`src/hw/rtl/sist_pkg.sv`:
```
// Shared definitions for the socket id slot table.
// Holds the command codes, default sizing and the controller/datapath link types.
// No dependencies.
`timescale 1ns / 1ps

package sist_pkg;

	// default number of slots
	localparam int unsigned SLOT_COUNT_DEF = 4;

	// width of the reported used count
	localparam int unsigned USED_W = 3;

	// largest value the used count field can carry
	localparam logic [USED_W-1:0] USED_MAX = '1;

	// command codes carried on the cmd field
	typedef enum logic [1:0] {
		CMD_ADD    = 2'd0,
		CMD_DELETE = 2'd1,
		CMD_SEARCH = 2'd2,
		CMD_CLEAR  = 2'd3
	} cmd_t;

	// controller to datapath commands
	typedef struct packed {
		logic capture;
		logic execute;
	} dp_cmd_t;

	// datapath to controller status
	typedef struct packed {
		logic out_full;
	} dp_status_t;

endpackage

```
`src/hw/rtl/sist_ctrl.sv`:
```
// Sequencer for the socket id slot table.
// Captures one command word, then executes it once the result register is free.
// Depends on sist_pkg.
`timescale 1ns / 1ps

module sist_ctrl (
	input  logic                 clk,
	input  logic                 arst_n,
	input  logic                 in_valid,
	output logic                 in_stall,
	input  logic                 out_stall,
	input  sist_pkg::dp_status_t status,
	output sist_pkg::dp_cmd_t    ctrl
);
	import sist_pkg::*;

	typedef enum logic [1:0] {
		ST_IDLE = 2'b01,
		ST_EXEC = 2'b10
	} state_t;

	state_t state_q;
	state_t state_next;
	logic   out_free;

	// result register can take a new word this cycle
	assign out_free = !status.out_full || !out_stall;

	// decode commands to the datapath
	assign in_stall     = (state_q != ST_IDLE);
	assign ctrl.capture = (state_q == ST_IDLE) && in_valid;
	assign ctrl.execute = (state_q == ST_EXEC) && out_free;

	// advance the sequence
	always_comb begin
		state_next = state_q;
		case (state_q)
			ST_IDLE: begin
				if (in_valid) begin
					state_next = ST_EXEC;
				end
			end
			ST_EXEC: begin
				if (out_free) begin
					state_next = ST_IDLE;
				end
			end
			default: begin
				state_next = ST_IDLE;
			end
		endcase
	end

	always_ff @(posedge clk or negedge arst_n) begin
		if (!arst_n) begin
			state_q <= ST_IDLE;
		end else begin
			state_q <= state_next;
		end
	end

endmodule

```
`src/hw/rtl/sist_dp.sv`:
```
// Datapath for the socket id slot table: slot registers, parallel compare,
// lowest-slot pick, used count and the result register.
// Depends on sist_pkg.
`timescale 1ns / 1ps

module sist_dp #(
	parameter int unsigned SLOT_COUNT = sist_pkg::SLOT_COUNT_DEF
) (
	input  logic                        clk,
	input  logic                        arst_n,
	input  sist_pkg::dp_cmd_t           ctrl,
	output sist_pkg::dp_status_t        status,
	input  logic [1:0]                  cmd,
	input  logic [7:0]                  socket_id,
	output logic                        out_valid,
	input  logic                        out_stall,
	output logic                        found,
	output logic [sist_pkg::USED_W-1:0] used_count,
	output logic                        has_free
);
	import sist_pkg::*;

	localparam int unsigned CW  = $clog2(SLOT_COUNT + 1);
	localparam int unsigned CWX = (CW > USED_W) ? CW : USED_W;

	cmd_t                  cmd_q;
	logic [7:0]            id_q;
	logic [SLOT_COUNT-1:0] in_use_q;
	logic [7:0]            socket_q [SLOT_COUNT];
	logic [CW-1:0]         count_q;

	logic [SLOT_COUNT-1:0] match_vec;
	logic [SLOT_COUNT-1:0] match_oh;
	logic [SLOT_COUNT-1:0] free_vec;
	logic [SLOT_COUNT-1:0] free_oh;
	logic [SLOT_COUNT-1:0] in_use_next;
	logic [CW-1:0]         count_next;
	logic [CWX-1:0]        count_ext;
	logic [USED_W-1:0]     count_sat;
	logic                  do_add;
	logic                  do_del;

	logic                  out_valid_q;
	logic                  found_q;
	logic [USED_W-1:0]     used_count_q;
	logic                  has_free_q;

	// hold the captured command word
	always_ff @(posedge clk) begin
		if (ctrl.capture) begin
			cmd_q <= cmd_t'(cmd);
			id_q  <= socket_id;
		end
	end

	// compare every used slot against the id
	always_comb begin
		for (int i = 0; i < SLOT_COUNT; i++) begin
			match_vec[i] = in_use_q[i] && (socket_q[i] == id_q);
		end
	end

	// isolate the lowest matching and lowest free slot
	assign free_vec = ~in_use_q;
	assign match_oh = match_vec & (~match_vec + SLOT_COUNT'(1));
	assign free_oh  = free_vec & (~free_vec + SLOT_COUNT'(1));

	assign do_add = (cmd_q == CMD_ADD) && (|free_vec);
	assign do_del = (cmd_q == CMD_DELETE) && (|match_vec);

	// work out the slot flags and count after this command
	always_comb begin
		in_use_next = in_use_q;
		count_next  = count_q;
		case (cmd_q)
			CMD_ADD: begin
				if (do_add) begin
					in_use_next = in_use_q | free_oh;
					count_next  = count_q + CW'(1);
				end
			end
			CMD_DELETE: begin
				if (do_del) begin
					in_use_next = in_use_q & ~match_oh;
					count_next  = count_q - CW'(1);
				end
			end
			CMD_SEARCH: begin
				in_use_next = in_use_q;
			end
			CMD_CLEAR: begin
				in_use_next = '0;
				count_next  = '0;
			end
			default: begin
				in_use_next = in_use_q;
			end
		endcase
	end

	// saturate the count to the field width
	assign count_ext = CWX'(count_next);
	assign count_sat = (count_ext > CWX'(USED_MAX)) ? USED_MAX : count_ext[USED_W-1:0];

	// update slot flags and count
	always_ff @(posedge clk or negedge arst_n) begin
		if (!arst_n) begin
			in_use_q <= '0;
			count_q  <= '0;
		end else if (ctrl.execute) begin
			in_use_q <= in_use_next;
			count_q  <= count_next;
		end
	end

	// write the id into the slot picked by add
	always_ff @(posedge clk) begin
		for (int i = 0; i < SLOT_COUNT; i++) begin
			if (ctrl.execute && do_add && free_oh[i]) begin
				socket_q[i] <= id_q;
			end
		end
	end

	// result register valid: set on execute, drop when taken
	always_ff @(posedge clk or negedge arst_n) begin
		if (!arst_n) begin
			out_valid_q <= 1'b0;
		end else if (ctrl.execute) begin
			out_valid_q <= 1'b1;
		end else if (!out_stall) begin
			out_valid_q <= 1'b0;
		end
	end

	// result register payload
	always_ff @(posedge clk) begin
		if (ctrl.execute) begin
			found_q      <= (cmd_q == CMD_SEARCH) && (|match_vec);
			used_count_q <= count_sat;
			has_free_q   <= (count_next != CW'(SLOT_COUNT));
		end
	end

	assign status.out_full = out_valid_q;
	assign out_valid       = out_valid_q;
	assign found           = found_q;
	assign used_count      = used_count_q;
	assign has_free        = has_free_q;

endmodule

```
`src/hw/rtl/socket_id_slot_table.sv`:
```
// Socket id slot table: a small set of slots holding socket ids with used flags.
// Input channel: in_valid / in_stall with cmd and socket_id. A word is taken at a
// clock edge where in_valid is high and in_stall is low.
// Output channel: out_valid / out_stall with found, used_count and has_free. One
// result word leaves for every command word, in order.
// Commands: add stores the id in the lowest free slot (nothing if full), delete
// frees the lowest used slot holding the id, search reports a hit, clear frees all.
// The controller captures a taken command word and executes it in its execute
// step, which writes the result register; it waits there while an earlier result
// is still stalled. No new command is taken before the last one has executed;
// the command that follows is taken while a result waits.
// When the receiver stalls, the result is held and the next command waits in its
// execute step until the result register is free.
// Reset (arst_n low) frees every slot, clears the count and empties the result
// register; slot ids are not cleared and are never read while free.
// Depends on sist_pkg, sist_ctrl and sist_dp.
`timescale 1ns / 1ps

module socket_id_slot_table #(
	parameter int unsigned SLOT_COUNT = sist_pkg::SLOT_COUNT_DEF
) (
	input  logic                        clk,
	input  logic                        arst_n,
	input  logic                        in_valid,
	output logic                        in_stall,
	input  logic [1:0]                  cmd,
	input  logic [7:0]                  socket_id,
	output logic                        out_valid,
	input  logic                        out_stall,
	output logic                        found,
	output logic [sist_pkg::USED_W-1:0] used_count,
	output logic                        has_free
);
	import sist_pkg::*;

	dp_cmd_t    ctrl;
	dp_status_t status;

	sist_ctrl u_ctrl (
		.clk       (clk),
		.arst_n    (arst_n),
		.in_valid  (in_valid),
		.in_stall  (in_stall),
		.out_stall (out_stall),
		.status    (status),
		.ctrl      (ctrl)
	);

	sist_dp #(
		.SLOT_COUNT (SLOT_COUNT)
	) u_dp (
		.clk        (clk),
		.arst_n     (arst_n),
		.ctrl       (ctrl),
		.status     (status),
		.cmd        (cmd),
		.socket_id  (socket_id),
		.out_valid  (out_valid),
		.out_stall  (out_stall),
		.found      (found),
		.used_count (used_count),
		.has_free   (has_free)
	);

`ifndef ASSERT_OFF
	// a taken command word blocks the input until it has executed
	a_one_in_flight: assert property (@(posedge clk) disable iff (!arst_n)
		(in_valid && !in_stall) |=> in_stall)
		else $error("input taken while a command is in flight");

	// a search hit needs at least one used slot
	a_found_count: assert property (@(posedge clk) disable iff (!arst_n)
		(out_valid && found) |-> (used_count != '0))
		else $error("hit reported with no used slot");

	// a full table has a nonzero count
	a_full_count: assert property (@(posedge clk) disable iff (!arst_n)
		(out_valid && !has_free) |-> (used_count != '0))
		else $error("table full with zero count");

	// an execute never overwrites a result that is still stalled
	a_no_overwrite: assert property (@(posedge clk) disable iff (!arst_n)
		(ctrl.execute && status.out_full) |-> !out_stall)
		else $error("result register overwritten under stall");
`endif

endmodule

```
`config.mk`:
```
export PLATFORM = sky130hd
export DESIGN_NAME = socket_id_slot_table
export DESIGN_NICKNAME = d
export VERILOG_FILES = /design/src/hw/rtl/sist_pkg.sv /design/src/hw/rtl/sist_ctrl.sv /design/src/hw/rtl/sist_dp.sv /design/src/hw/rtl/socket_id_slot_table.sv
export SDC_FILE = /design/constraint.sdc
export NUM_CORES = 1
export LEC_CHECK = 0
export BUFFER_PORTS_ARGS = -buffer_cell sky130_fd_sc_hd__buf_2
export CORE_MARGIN = 8
export CORE_UTILIZATION = 53
export DETAILED_ROUTE_END_ITERATION = 12
export PLACE_DENSITY = 0.75
export SLEW_MARGIN = 40
export SYNTH_ARGS = -nofsm -noshare
export SYNTH_HDL_FRONTEND = slang
export SYNTH_HIERARCHICAL = 1
export SYNTH_SLANG_ARGS = --single-unit
```
`constraint.sdc`:
```
create_clock -name clk -period 2.5 [get_ports clk]
set_input_delay 0.375 -clock clk [delete_from_list [all_inputs] [get_ports clk]]
set_output_delay 0.375 -clock clk [all_outputs]
set_load 0.01 [all_outputs]
```
==> results.sh <==
export IMPL_status="finished clean"
export IMPL_drc_errors=0
export IMPL_ir_worst_vdd_uv=520.0
export IMPL_drtAntennaViolNets=0
export IMPL_synth_enable_flop_cells=47
export IMPL_drt_iter0_drc=132
export IMPL_nNetsFinal=231
export IMPL_io_buffers=20
export IMPL_antenna_found_initial=0
export IMPL_start_util=0.5445
export IMPL_synth_seq_area_share=0.6508
export IMPL_max_stage_delay_ps=530
export IMPL_gr_total_overflow=0
export IMPL_cts_root_buf="clkbuf_8"
export IMPL_hold_path_class="in -> reg"
export IMPL_netlist_top_cells_count="edfxtp_1, xor2_1, nand2_1, xnor2_1, dfrtp_1"
export IMPL_syn_cell_area_um2=2555
export IMPL_maxCapViolCount=0
export IMPL_yosysMostFrequentCell="edfxtp_1"
export IMPL_crit_chain="xor2_1 -> nor4_2 -> nand4_2 -> nand4_4 -> a41o_1 -> o22a_2 -> nand4bb_1"
export IMPL_ys_flop_type="edfxtp_1"
export IMPL_via_count=1530
export IMPL_tns_ps=0
export IMPL_cp_max_fo=8
export IMPL_worstSetupStartpointType="flip-flop"
export IMPL_finalHoldViolCount=0
export IMPL_htreeDepth=3
export IMPL_grt_start_max_net_pins=16
export IMPL_dp_slack_ps=216.3
export IMPL_layout_setup_ws_ps=229.2
export IMPL_async_reset_ff_frac=0.1754
export IMPL_synth_seq_cells=57
export IMPL_synth_avg_cell_area_um2=14.12
export IMPL_n_fill_cell=351
export IMPL_grt_pass1_vias=1573
export IMPL_grt_busiest_layer="met2"
export IMPL_fmax_ghz=0.4404
export IMPL_die_area_um2=7298
export IMPL_grt_pass1_wl_um=7700
export IMPL_worstMarginPinSlew_ps=592.2
export IMPL_antennaDiodeCount=0
export IMPL_synth_top_family_by_area="simple AND/OR/NAND/NOR gates"
export IMPL_synth_warnings=6
export IMPL_cts_resized=0
export IMPL_syn_inst=181
export IMPL_ios=21
export IMPL_fin_crit_sh=0.9083
export IMPL_viasPerCell=5.584
export IMPL_worstHoldPathCells=1
export IMPL_syn_to_final_growth_pct=15.82
export IMPL_track_usage=0.1386
export IMPL_period_needed_ps=2271
export IMPL_utilization=0.6307
export IMPL_met2_usage=0.2066
export IMPL_place_congestion=0.8361
export IMPL_r2r_cells=7
export IMPL_firstDrtPassIters=4
export IMPL_use_met3=0.05019
export IMPL_synth_xor_area_share=0.1131
export IMPL_use_met1=0.1721
export IMPL_syn_num_nets=197
export IMPL_core_area_um2=4692
export IMPL_die_y_um=85.43
export IMPL_finalSetupViolCount=0
export IMPL_synth_adder_area_share=0.009794
export IMPL_leakage_nw=1.130
export IMPL_synth_simple_area_share=0.1303
export IMPL_critPathArrivalTime_ps=2340
export IMPL_cts_tree="built"
export IMPL_cts_buffers=9
export IMPL_path_class="reg -> reg"
export IMPL_drt_wl_total_um=4673
export IMPL_clock_path_buffers=2
export IMPL_synth_compound_area_frac=0.07884
export IMPL_reg2reg_slack_ps=230
export IMPL_synth_area_top_cells="edfxtp_1, dfrtp_1, xor2_1"
export IMPL_rsz0062_at_grt="no"
export IMPL_cp_required_ps=2570
export IMPL_final_max_slew_viol_count=0
export IMPL_synth_mux_area_frac=0.003918
export IMPL_synth_largest_area_cell="edfxtp_1"
export IMPL_slowest_stage="edfxtp_1"
export IMPL_final_layout_size_suffix_gt1_frac=0.2545
export IMPL_clkLatencyLatePin_ps=320
export IMPL_finClkSkew_ps=4.378
export IMPL_wl_per_cell_um=17.05
export IMPL_crit_path_end_kind="flip-flop"
export IMPL_power_density_nw_per_um2=733.9
export IMPL_relSlewSlack=0.6000
export IMPL_hold_ws_ps=221.9
export IMPL_synth_top_area_frac=0.5524
export IMPL_fp_row_count=25
export IMPL_die_width_um=85.43
export IMPL_dp_hpwl_um=3263
export IMPL_cts_sinks=57
export IMPL_clkTransAtPathRegs_ps=60
export IMPL_ys_types=45
## state kept, by name (all words and copies together), names as in the netlist
register and flops:
u_dp/id_q 8, u_dp/count_q 3, u_dp/out_valid 1, u_dp/found 1
u_ctrl/state_q 2, u_dp/used_count 3, u_dp/in_use_q 4, u_dp/socket_q 32
u_dp/cmd_q 2, u_dp/has_free 1
## power by group
| group | leakage, nW | internal (mW) | switching (mW) |
|---|---|---|---|
| Combinational | 0.500 | 0.102 | 0.122 |
| Sequential | 0.539 | 1.09 | 0.0676 |
| Clock | 0.0918 | 0.454 | 0.339 |
## worst max-delay path, delay by kind of cell, from the launching register on
family                    cells  cell delay, ps
DFF                           1             530
AOI/OAI and AO/OA             2             360
xor gates and xnor gates      1             230
and+or+nand+nor               4             900
## timing repair
item / 4_1_cts / 5_1_grt
buffers inserted: 0 / 0
hold buffers: 1 / 0
endpoints found under the hold margin: 9 / 0
setup endpoints to repair: 0 / 0
## worst paths after layout
check | startpoint | endpoint
setup / recovery | u_dp/id_q[4] | u_dp/has_free
setup reg to reg | u_dp/id_q[4] | u_dp/has_free
min in group asynchronous | arst_n | u_dp/count_q[1]
hold reg to reg | u_dp/count_q[2] | u_dp/count_q[2]
hold / removal | socket_id[7] | u_dp/id_q[7]
max in group asynchronous | arst_n | u_ctrl/state_q[0]
## layout by cell type (no fill, tap or decap), types with 2 or more instances in the layout
cell type	netlist	layout
nand4_2	2	2
nand3_1	3	3
o21ai_1	2	2
o21ai_0	4	4
inv_1	3	3
a21o_1	3	3
clkinv_2	0	2
nand3b_1	2	2
nor2_1	4	4
xor2_1	22	22
a41oi_1	2	2
buf_4	1	7
dfrtp_1	9	9
clkbuf_8	0	9
nor4_2	4	5
nand2b_1	4	4
nand2_1	14	14
nor3_1	5	4
xnor2_1	11	11
buf_2	0	20
o22ai_1	2	2
edfxtp_1	47	47
a21oi_1	8	8
ha_1	2	2
clkbuf_1	4	3
## metrics by stage
step,area [um^2],total power [mW],cells
3_5_place_dp,2770,1.395,257
3_3_place_gp,2770,1.382,257
5_1_grt,2959,2.258,274
2_1_floorplan,2572,1.320,181
4_1_cts,2959,2.186,274
6_report,2959,2.172,274
## cell families after synthesis
logic type               after synthesis
XOR/XNOR                              33
buffers and inverters                  8
AND/OR/NAND/NOR                       50
multiplexers                           1
flip-flops                            57
adder cells (fa/ha/maj)                2
AO/OA/AOI/OAI                         30
## final cells by class
| class | count | area (um^2) | share of cell area |
|---|---|---|---|
| clock inverter | 4 | 43.79 | 0.01480 |
| inverter | 3 | 11.26 | 0.003805 |
| tap | 54 | 67.56 | 0.02283 |
| clock buffer | 12 | 135.1 | 0.04567 |
| timing repair buffer | 28 | 162.7 | 0.05497 |
| multi-input combinational | 116 | 875.8 | 0.2960 |
| sequential | 57 | 1663 | 0.5619 |
## per-layer routing
layer  up-vias  wire length (um)
li1        742                 -
met2        27              2216
met1       754              2172
met5         -                 0
met4         0                79
met3         7               204
Note: power is estimated with default switching activity, not from simulation.
